--- config.mk ---
export PLATFORM = sky130hd
export DESIGN_NAME = can_serial_node_addressing
export DESIGN_NICKNAME = d
export VERILOG_FILES = /design/src/hdl/csna_pkg.sv /design/src/hdl/can_serial_node_addressing.sv
export SDC_FILE = /design/constraint.sdc
export NUM_CORES = 1
export LEC_CHECK = 0
export BUFFER_PORTS_ARGS = -buffer_cell sky130_fd_sc_hd__buf_2
export CORE_MARGIN = 4
export CORE_UTILIZATION = 60
export CTS_CLUSTER_SIZE = 20
export DETAILED_ROUTE_END_ITERATION = 16
export PLACE_DENSITY = 0.93
export SKIP_LAST_GASP = 1
export SLEW_MARGIN = 5
export SYNTH_ARGS = -nofsm -noshare
export SYNTH_HDL_FRONTEND = slang
export SYNTH_SLANG_ARGS = --single-unit
--- constraint.sdc ---
create_clock -name i_clk -period 5.3 [get_ports i_clk]
set_input_delay 0.53 -clock i_clk [delete_from_list [all_inputs] [get_ports i_clk]]
set_output_delay 0.53 -clock i_clk [all_outputs]
set_load 0.1 [all_outputs]
--- src/hdl/csna_pkg.sv ---
`timescale 1ns / 1ps
`default_nettype none
// ----------------------------------------------------------------------------
// csna_pkg
// Types and constants of the serial-over-CAN node addressing block.
// ----------------------------------------------------------------------------
package csna_pkg;

    localparam int unsigned ID_W      = 11;
    localparam int unsigned LEN_W     = 4;
    localparam int unsigned WORD_W    = 32;
    localparam int unsigned UUID_W    = 48;
    localparam int unsigned NODE_W    = 16;
    localparam int unsigned MAX_BYTES = 8;
    localparam int unsigned UUID_BYTES = 6;
    localparam int unsigned TDATA_W   = 80;
    localparam int unsigned CFG_IDX_W = 3;

    // kind of one request on the slave side
    typedef enum logic [1:0] {
        KIND_FRAME    = 2'd0,
        KIND_TX_CHUNK = 2'd1,
        KIND_START    = 2'd2
    } t_kind;

    // action of one result on the master side
    typedef enum logic [1:0] {
        ACT_NONE      = 2'd0,
        ACT_TRANSMIT  = 2'd1,
        ACT_DELIVER   = 2'd2,
        ACT_RESET_REQ = 2'd3
    } t_action;

    // configuration register index
    typedef enum logic [CFG_IDX_W-1:0] {
        CFG_QUERY_ID      = 3'd0,
        CFG_ASSIGN_ID     = 3'd1,
        CFG_UUID_REPLY_ID = 3'd2,
        CFG_SHORT_UUID    = 3'd3
    } t_cfg_idx;

    localparam logic [ID_W-1:0] QUERY_ID_RST      = 11'd801;
    localparam logic [ID_W-1:0] ASSIGN_ID_RST     = 11'd802;
    localparam logic [ID_W-1:0] UUID_REPLY_ID_RST = 11'd803;

endpackage
`default_nettype wire

--- src/hdl/can_serial_node_addressing.sv ---
`timescale 1ns / 1ps
`default_nettype none
// ----------------------------------------------------------------------------
// can_serial_node_addressing
// Node side of serial-over-CAN addressing: UUID query reply, node id
// assignment, ping, serial delivery, reset request and serial transmit.
// ----------------------------------------------------------------------------
// Channel   Direction  Handshake                 Carries
// s_axis    in         s_axis_tvalid/tready      rx frame, tx chunk or start
// m_axis    out        m_axis_tvalid/tready      one result per request
// cfg       in         i_cfg_valid/o_cfg_ready   register index and data
//
// Every request gives exactly one result (input register, then result
// register). One request per cycle is taken while m_axis is not stalled.
// The node id is updated as a request moves into the result register, so
// the next request already sees it. Reset (synchronous, active low) clears
// the node id and loads the register defaults. A stalled master side holds
// the result; the input register still takes one more request meanwhile.
// ----------------------------------------------------------------------------
module can_serial_node_addressing (
    input  wire logic                              i_clk,
    input  wire logic                              i_rst_n,
    // slave side
    input  wire logic                              s_axis_tvalid,
    output logic                                   s_axis_tready,
    // [10:0] rx_id, [14:11] byte_count, [46:15] bytes_low,
    // [78:47] bytes_high, [79] zero
    input  wire logic [csna_pkg::TDATA_W-1:0]      s_axis_tdata,
    // [1:0] kind
    input  wire logic [1:0]                        s_axis_tuser,
    // master side
    output logic                                   m_axis_tvalid,
    input  wire logic                              m_axis_tready,
    // [10:0] frame_id, [14:11] frame_len, [46:15] payload_low,
    // [78:47] payload_high, [79] zero
    output logic [csna_pkg::TDATA_W-1:0]           m_axis_tdata,
    // [1:0] action
    output logic [1:0]                             m_axis_tuser,
    // configuration write
    input  wire logic                              i_cfg_valid,
    output logic                                   o_cfg_ready,
    input  wire logic [csna_pkg::CFG_IDX_W-1:0]    i_cfg_index,
    input  wire logic [csna_pkg::UUID_W-1:0]       i_cfg_data
);

    localparam int unsigned ID_W   = csna_pkg::ID_W;
    localparam int unsigned LEN_W  = csna_pkg::LEN_W;
    localparam int unsigned WORD_W = csna_pkg::WORD_W;
    localparam int unsigned NODE_W = csna_pkg::NODE_W;

    // configuration
    logic [ID_W-1:0]              r_query_id;
    logic [ID_W-1:0]              r_assign_id;
    logic [ID_W-1:0]              r_uuid_reply_id;
    logic [csna_pkg::UUID_W-1:0]  r_short_uuid;

    // state
    logic [NODE_W-1:0]            r_node_id;
    logic [NODE_W-1:0]            n_node_id;

    // input register
    logic                         r_in_vld;
    logic [1:0]                   r_in_kind;
    logic [ID_W-1:0]              r_in_rx_id;
    logic [LEN_W-1:0]             r_in_count;
    logic [WORD_W-1:0]            r_in_lo;
    logic [WORD_W-1:0]            r_in_hi;

    // result register
    logic                         r_out_vld;
    csna_pkg::t_action            r_out_action;
    logic [ID_W-1:0]              r_out_frame_id;
    logic [LEN_W-1:0]             r_out_len;
    logic [WORD_W-1:0]            r_out_lo;
    logic [WORD_W-1:0]            r_out_hi;

    csna_pkg::t_action            n_action;
    logic [ID_W-1:0]              n_frame_id;
    logic [LEN_W-1:0]             n_len;
    logic [2*WORD_W-1:0]          n_raw;
    logic [2*WORD_W-1:0]          n_payload;

    logic                         adv;
    logic                         s_acc;
    logic [LEN_W-1:0]             count;
    logic [ID_W-1:0]              reply_id;
    logic                         assigned;

    assign adv           = !r_out_vld || m_axis_tready;
    assign s_axis_tready = !r_in_vld || adv;
    assign s_acc         = s_axis_tvalid && s_axis_tready;
    assign o_cfg_ready   = 1'b1;

    // ---------------- configuration ----------------
    always_ff @(posedge i_clk) begin
        if (!i_rst_n) begin
            r_query_id      <= csna_pkg::QUERY_ID_RST;
            r_assign_id     <= csna_pkg::ASSIGN_ID_RST;
            r_uuid_reply_id <= csna_pkg::UUID_REPLY_ID_RST;
            r_short_uuid    <= '0;
        end else if (i_cfg_valid) begin
            unique case (i_cfg_index)
                csna_pkg::CFG_QUERY_ID:      r_query_id      <= i_cfg_data[ID_W-1:0];
                csna_pkg::CFG_ASSIGN_ID:     r_assign_id     <= i_cfg_data[ID_W-1:0];
                csna_pkg::CFG_UUID_REPLY_ID: r_uuid_reply_id <= i_cfg_data[ID_W-1:0];
                csna_pkg::CFG_SHORT_UUID:    r_short_uuid    <= i_cfg_data;
                default: ;
            endcase
        end
    end

    // ---------------- input register ----------------
    always_ff @(posedge i_clk) begin
        if (!i_rst_n) begin
            r_in_vld <= 1'b0;
        end else if (s_axis_tready) begin
            r_in_vld <= s_axis_tvalid;
        end
    end

    always_ff @(posedge i_clk) begin
        if (s_acc) begin
            r_in_kind  <= s_axis_tuser;
            r_in_rx_id <= s_axis_tdata[10:0];
            r_in_count <= s_axis_tdata[14:11];
            r_in_lo    <= s_axis_tdata[46:15];
            r_in_hi    <= s_axis_tdata[78:47];
        end
    end

    // ---------------- decision logic ----------------
    always_comb begin
        count      = r_in_count[LEN_W-1] ? LEN_W'(csna_pkg::MAX_BYTES) : r_in_count;
        reply_id   = r_node_id[ID_W-1:0] + ID_W'(1);
        assigned   = (r_node_id != '0);
        n_action   = csna_pkg::ACT_NONE;
        n_frame_id = '0;
        n_len      = '0;
        n_raw      = '0;
        n_node_id  = r_node_id;

        unique case (r_in_kind)
            csna_pkg::KIND_START: begin
                n_action   = csna_pkg::ACT_TRANSMIT;
                n_frame_id = r_uuid_reply_id;
                n_len      = LEN_W'(csna_pkg::UUID_BYTES);
                n_raw      = {16'd0, r_short_uuid};
            end
            csna_pkg::KIND_TX_CHUNK: begin
                if (assigned && count != '0) begin
                    n_action   = csna_pkg::ACT_TRANSMIT;
                    n_frame_id = reply_id;
                    n_len      = count;
                    n_raw      = {r_in_hi, r_in_lo};
                end
            end
            csna_pkg::KIND_FRAME: begin
                if (!assigned) begin
                    priority if (r_in_rx_id == r_query_id && count == '0) begin
                        n_action   = csna_pkg::ACT_TRANSMIT;
                        n_frame_id = r_uuid_reply_id;
                        n_len      = LEN_W'(csna_pkg::UUID_BYTES);
                        n_raw      = {16'd0, r_short_uuid};
                    end else if (r_in_rx_id == r_assign_id) begin
                        // bytes 2..7 carry the UUID, bytes 0..1 the new id
                        if ({r_in_hi, r_in_lo[31:16]} == r_short_uuid) begin
                            n_node_id = r_in_lo[15:0];
                        end
                    end else begin
                    end
                end else begin
                    priority if ({5'd0, r_in_rx_id} == r_node_id) begin
                        if (count == '0) begin
                            n_action   = csna_pkg::ACT_TRANSMIT;
                            n_frame_id = reply_id;
                        end else begin
                            n_action = csna_pkg::ACT_DELIVER;
                            n_len    = count;
                            n_raw    = {r_in_hi, r_in_lo};
                        end
                    end else if (r_in_rx_id == r_query_id && count != '0) begin
                        if (r_in_lo[15:0] == r_node_id) begin
                            n_node_id = '0;
                            n_action  = csna_pkg::ACT_RESET_REQ;
                        end
                    end else begin
                    end
                end
            end
            default: ;
        endcase

        // drop bytes beyond the length
        for (int b = 0; b < csna_pkg::MAX_BYTES; b++) begin
            n_payload[8*b +: 8] = (LEN_W'(b) < n_len) ? n_raw[8*b +: 8] : 8'd0;
        end
    end

    // ---------------- node id and result register ----------------
    always_ff @(posedge i_clk) begin
        if (!i_rst_n) begin
            r_node_id <= '0;
            r_out_vld <= 1'b0;
        end else if (adv) begin
            r_out_vld <= r_in_vld;
            if (r_in_vld) begin
                r_node_id <= n_node_id;
            end
        end
    end

    always_ff @(posedge i_clk) begin
        if (adv && r_in_vld) begin
            r_out_action   <= n_action;
            r_out_frame_id <= n_frame_id;
            r_out_len      <= n_len;
            r_out_lo       <= n_payload[WORD_W-1:0];
            r_out_hi       <= n_payload[2*WORD_W-1:WORD_W];
        end
    end

    assign m_axis_tvalid = r_out_vld;
    assign m_axis_tuser  = r_out_action;
    assign m_axis_tdata  = {1'b0, r_out_hi, r_out_lo, r_out_len, r_out_frame_id};

    // ---------------- assertions ----------------
    a_reset_clears_id : assert property (@(posedge i_clk) disable iff (!i_rst_n)
        (adv && r_in_vld && n_action == csna_pkg::ACT_RESET_REQ) |=> (r_node_id == '0))
        else $error("reset request did not clear node id");

    a_none_is_zero : assert property (@(posedge i_clk) disable iff (!i_rst_n)
        (m_axis_tvalid && m_axis_tuser == csna_pkg::ACT_NONE) |-> (m_axis_tdata == '0))
        else $error("empty result carries data");

    a_deliver_no_id : assert property (@(posedge i_clk) disable iff (!i_rst_n)
        (m_axis_tvalid && m_axis_tuser == csna_pkg::ACT_DELIVER) |-> (r_out_frame_id == '0))
        else $error("delivery carries a frame id");

    a_ready_only_on_stall : assert property (@(posedge i_clk) disable iff (!i_rst_n)
        !s_axis_tready |-> (r_out_vld && !m_axis_tready && r_in_vld))
        else $error("slave side blocked without a stall");

endmodule
`default_nettype wire

# After elaboration in Yosys (flattened, before gate mapping)
# Index checks and enable logic that the tools add are counted.
dict set report totals {
  ff_bits 261
  out_inout_bits 85
  elab_cells 101
}
dict set report classes {
  addsub 1
  order_cmp 8
  n_eq_ne 14
  muxes 34
  n_reduce_logical 21
}
# op count
set op_table {}
lappend op_table {{$mux W64} 4}
lappend op_table {{$pmux W64 S3} 1}
lappend op_table {{$mux W16} 7}
lappend op_table {{$mux W11} 5}
lappend op_table {{$eq A48 B48 Y1} 1}
lappend op_table {{$mux W48} 1}
lappend op_table {{$pmux W11 S3} 1}
lappend op_table {{$eq A11 B11 Y1} 2}
lappend op_table {{$mux W4} 5}
lappend op_table {{$eq A11 B16 Y1} 1}
lappend op_table {{$eq A16 B16 Y1} 1}
lappend op_table {{$lt A3 B4 Y1 const A} 4}
lappend op_table {{$reduce_bool A16 Y1} 1}
lappend op_table {{$pmux W4 S3} 1}
lappend op_table {{$add A11 B1 Y11 const B} 1}
lappend op_table {{$mux W2} 5}
lappend op_table {{$reduce_and A9 Y1} 1}
lappend op_table {{$lt A1 B4 Y1 const A} 2}
lappend op_table {{$lt A2 B4 Y1 const A} 2}
lappend op_table {{$reduce_and A2 Y1} 4}
lappend op_table {{$eq A3 B2 Y1 const B} 2}
lappend op_table {{$pmux W2 S3} 1}
lappend op_table {{$logic_and A1 B1 Y1} 5}
lappend op_table {{$logic_not A4 Y1} 1}
lappend op_table {{other kinds (13)} 19}

# Longest topological paths before layout
dict set report depth {
  word_depth 7
  ltp_mapped 11
}

# Worst setup path after synthesis
# No wires, ideal clock.
dict set report synth_path {
  path_type {register to register}
  startpoint {reg r_out_vld, in the netlist m_axis_tvalid}
  endpoint {reg r_in_count[0] (enable)}
  setup_time_ps 448
  arrival_ps 3622
  slack_ps 1230
  stages_incl_launch_ff 4
  path_buffers 0
  path_cell_list {dfxtp_1 -> nor2b_1 -> nand2_1 -> and2_1}
}
dict set report synth_via {
  elab_chain_len 4
}
# element line
set synth_rtl {}
lappend synth_rtl {{start: declaration} can_serial_node_addressing.sv:70} ;# logic r_out_vld;
lappend synth_rtl {{start signal: assignment} can_serial_node_addressing.sv:205} ;# r_out_vld <= r_in_vld;
lappend synth_rtl {{$logic_not A1 Y1} can_serial_node_addressing.sv:89} ;# assign adv = !r_out_vld || m_axis_tready;
lappend synth_rtl {{$logic_or A1 B1 Y1} can_serial_node_addressing.sv:89}
lappend synth_rtl {{$logic_or A1 B1 Y1} can_serial_node_addressing.sv:90} ;# assign s_axis_tready = !r_in_vld || adv;
lappend synth_rtl {{net s_axis_tready} can_serial_node_addressing.sv:25} ;# output logic s_axis_tready,
lappend synth_rtl {{$logic_and A1 B1 Y1} can_serial_node_addressing.sv:91} ;# assign s_acc = s_axis_tvalid && s_axis_tready;
lappend synth_rtl {{net s_acc} can_serial_node_addressing.sv:84} ;# logic s_acc;
lappend synth_rtl {{end signal: assignment} can_serial_node_addressing.sv:125} ;# r_in_count <= s_axis_tdata[14:11];
lappend synth_rtl {{end: declaration} can_serial_node_addressing.sv:65} ;# logic [LEN_W-1:0] r_in_count;
# The timed path passes the listed nets, and every way through them passes these cells.
# A chain may end at the register's enable or synchronous reset.

# Worst setup path in the final report
dict set report layout_path {
  startpoint {reg r_in_count[3]}
  endpoint {reg r_out_lo[13], data pin}
}
dict set report layout_via {
  elab_chain_len 7
}
# element line
set layout_rtl {}
lappend layout_rtl {{$mux W4 (*)} can_serial_node_addressing.sv:133} ;# count = r_in_count[LEN_W-1] ? LEN_W'(csna_pkg::MAX_BYTES) : r_in_count;
lappend layout_rtl {{$logic_not A4 Y1} {can_serial_node_addressing.sv:159, can_serial_node_addressing.sv:173}}
lappend layout_rtl {{$mux W4 or $logic_and A1 B1 Y1 (tied branches)} {can_serial_node_addressing.sv:173, can_serial_node_addressing.sv:159}}
lappend layout_rtl {{$mux W4 or $mux W3 (tied branches)} {can_serial_node_addressing.sv:172, can_serial_node_addressing.sv:159}}
lappend layout_rtl {{$mux W4} can_serial_node_addressing.sv:158} ;# if (!assigned) begin
lappend layout_rtl {{$pmux W4 S3} can_serial_node_addressing.sv:142} ;# unique case (r_in_kind)
lappend layout_rtl {{$lt A1 B4 Y1} can_serial_node_addressing.sv:195} ;# n_payload[8*b +: 8] = (LEN_W'(b) < n_len) ? n_raw[8*b +: 8] : 8'd0;
lappend layout_rtl {{end signal: assignment} can_serial_node_addressing.sv:217} ;# r_out_lo <= n_payload[WORD_W-1:0];
lappend layout_rtl {{end: declaration} can_serial_node_addressing.sv:74} ;# logic [WORD_W-1:0] r_out_lo;
# Every way passes the cells marked *; elsewhere a longest branch is shown, timed or not.

==> flow_summary.ini <==
[logic_synthesis]
synth_edf_count = 162
synthCells = 1043
ys_ff_latch = 261
synthTopCellsByArea = edfxtp_1 42%, dfxtp_1 17%, nand2_1 7.6%, xnor2_1 6.3%, a21boi_0 4.4%
synth.distinct_cells = 45
synthFlopType = edfxtp_1
ys_seq_area_frac = 0.597
syn_area_per_cell_um2 = 11.0
syn_nets = 1183
synth_top_area_share = 0.424
async_flop_share = 0
synth_top_cell_by_area = edfxtp_1
synth_warnings = 0
syn-cell-area_mm2 = 0.0115

[critical_path]
cpPeakStageDelay_ps = 770
worstPathCellList = or4_1 -> nor4_2 -> nand4_1 -> a21oi_4 -> buf_4 -> a31o_2 -> o21a_1
r2r-end = r_out_lo[13]
worstReg2RegStart = r_in_count[3]
startpoint_type = flip-flop
crit_required_ps = 5700
path_buf_inv = 1
path_delay_family = compound AO/OA/AOI/OAI gates
slowest_stage = a21oi_4
critical_path_class = reg -> reg
r2r_setup_slack_ps = 1850
end_kind = flip-flop
cp.arrival_ps = 3850
rr_worst_depth = 7
cp_max_fo = 36

[clock_network]
path_clk_slew_ps = 60
h-tree-depth = 1
cts_buffers = 27
cts-root-buf = clkbuf_16
postCtsSetupBuffers = 0
ctsResizeCount = 0
hold_buffers = 0
cts_tree = yes
cts_max_path_buffers = 3
cts_sinks = 261
clk_latency_ps = 540

[status]
outcome = finished clean

[floorplanning]
die_h_um = 146
die_x_um = 146
rows = 50
core_mm2 = 0.0188
initial_core_util = 0.611
io_pins = 223
die-area_mm2 = 0.0214

[power_and_ir_drop]
p_sw_frac = 0.262
power_density_mw_per_mm2 = 341
p_leak_nw = 4.96
ir_worst_vdd_mv = 0.284
p_total_mw = 4.60
combPwrFrac = 0.109
p_int_mw = 3.40
pwr-share-seq = 0.503
switchingPower_mw = 1.21
clkPwrFrac = 0.388

[sta]
maxClockFrequency_mhz = 290
rsz0062_at_grt = no
hold_viol = 0
slew_violations = 0
min_period_ps = 3450
finalSetupViolCount = 0
fin_worst_skew_ps = 15.9
timing.final.crit_share = 0.651
relSlewSlack = 0.168
setup_tns_ps = 0
worst_pin_slew_ps = 1240

[min_path]
hold_end = r_in_hi[13]
min_path_cells = 1
hold_class = in -> reg
hp-start = s_axis_tdata[60]

[global_route]
antenna_found_initial = 2
grt.overflow.total = 0
grt_util_all_layers = 0.293
grt_pass1_wl_um = 49100
grt_start_max_net_pins = 82
first_global_vias = 8938

[placed_design]
gp_congestion = 0.924
dp_hpwl_um = 22900
place_inst = 1442
io_buffers = 219

[routing]
drt_iter0_drc = 1124
dr.pass1.iters = 5
dr_total_vias = 9013
postRouteWirelength_um = 32300
final_antenna_net_count = 0
drc = 0
viasPerCell = 6.03
wl_per_cell_um = 21.6

[finish]
drive_gt1_frac = 0.229
instances_no_fill = 1494
nNetsFinal = 1377
final_core_util = 0.719
syn_to_final_growth_pct = 17.6
fillers = 1270

[job]
maxCapViolations = 0
## layer usage
metal	vias up	routed length (um)	track usage
li1	4050	-	-
met1	4251	12200	0.409
met2	595	14700	0.449
met3	117	3810	0.0583
met4	0	1580	0.127
met5	-	0	0
## per-stage QoR
step           worst slack, ps  hold WS (ps)  area (um2)
6_report                  1850           161       13500
5_1_grt                   1660           149       13500
4_1_cts                   1930           149       13500
3_5_place_dp              1950           458       12700
3_3_place_gp              1960           450       12700
2_1_floorplan             1230           441       11500
## sequential cells by signal, indices dropped and copies added, names as in the netlist, 2 cells and up
| register | count |
|---|---|
| r_assign_id | 11 |
| r_uuid_reply_id | 11 |
| r_out_len | 4 |
| r_in_count | 4 |
| r_node_id | 16 |
| r_in_lo | 32 |
| m_axis_tuser | 2 |
| r_short_uuid | 48 |
| r_in_rx_id | 11 |
| r_in_hi | 32 |
| r_in_kind | 2 |
| r_out_frame_id | 11 |
| r_out_lo | 32 |
| r_query_id | 11 |
| r_out_hi | 32 |
## layout make-up
class / instances / area, um2 / share of cell area
sequential: 261 / 6850 / 0.507
multi-input combinational: 714 / 4330 / 0.321
timing repair buffer: 228 / 1160 / 0.0862
clock buffer: 41 / 758 / 0.0562
tap: 234 / 293 / 0.0217
clock inverter: 9 / 72.6 / 0.00538
inverter: 5 / 20.0 / 0.00148
antenna: 2 / 5.00 / 0.000371
## power groups by stage
stage / Combinational (mW) / Clock [mW] / Sequential (mW)
global route: 0.527 / 1.89 / 2.32
global placement: 0.492 / 0 / 2.35
finish: 0.503 / 1.79 / 2.31
CTS: 0.501 / 1.80 / 2.31
detailed placement: 0.499 / 0 / 2.35
floorplan: 0.155 / 0 / 2.54
## synth_stat cells, types with 3 or more instances
cell      count
a21boi_0     68
a21o_1        6
a21oi_1      10
a22o_1       22
a31o_2        4
and2_1       44
and3_1        7
buf_2         9
buf_4         3
buf_6         5
clkbuf_1     45
dfxtp_1      99
edfxtp_1    162
inv_1         5
nand2_1     231
nand2b_1      4
nand3_1      29
nand4_1      29
nor2_1       13
nor2b_1       4
nor3_1       38
nor3b_1       8
nor4_1       13
nor4b_1       3
o21a_1       33
o21ai_0       3
o21ai_2       8
or3_1         4
or4_1         4
xnor2_1      82
xor2_1       24
## cell families (layout without fill, tap and decap cells)
kind of cell,after synthesis,after routing,synth area share
AOI/OAI and AO/OA,164,164,0.108
xor gates and xnor gates,106,106,0.0809
adders and majority gates,2,2,0.00218
buffers and inverters,68,283,0.0275
DFF,261,261,0.597
muxes,2,2,0.00175
other,2,4,0.000655
and+or+nand+nor,438,438,0.182
## cells in the final DEF, fill, tap and decap left out, types with 3 or more instances in the layout
master     count
edfxtp_1     162
clkbuf_16     27
a21o_1         6
buf_2        219
inv_1          4
clkbuf_8       3
and3_1         6
buf_4          9
nor2_1        13
xor2_1        24
nand3_1       28
nand4_1       29
nand2_1      231
clkbuf_1      11
clkinv_1       4
or4_1          4
nor3b_1        8
nand2b_1       4
and2_1        43
o21ai_2        9
a21oi_1        9
dfxtp_1       99
clkinv_2       3
nor2b_1        4
a21boi_0      68
nor4b_1        3
xnor2_1       82
or3_1          4
nor3_1        38
o21a_1        33
nor4_1        13
a31o_2         4
a22o_1        22
## how the worst max path moves through the flow
stage                  start             to  slack [ps]  cells past startpoint
2_1_floorplan  m_axis_tvalid  r_in_count[0]        1230                      3
3_3_place_gp   r_in_count[3]   r_out_lo[15]        1960                      7
3_5_place_dp   r_in_count[3]   r_out_lo[11]        1950                      7
4_1_cts        r_in_count[3]   r_out_lo[13]        1930                      7
5_1_grt        r_in_count[3]   r_out_lo[14]        1660                      7
6_report       r_in_count[3]   r_out_lo[13]        1850                      7
(Power assumes the default switching activity.)
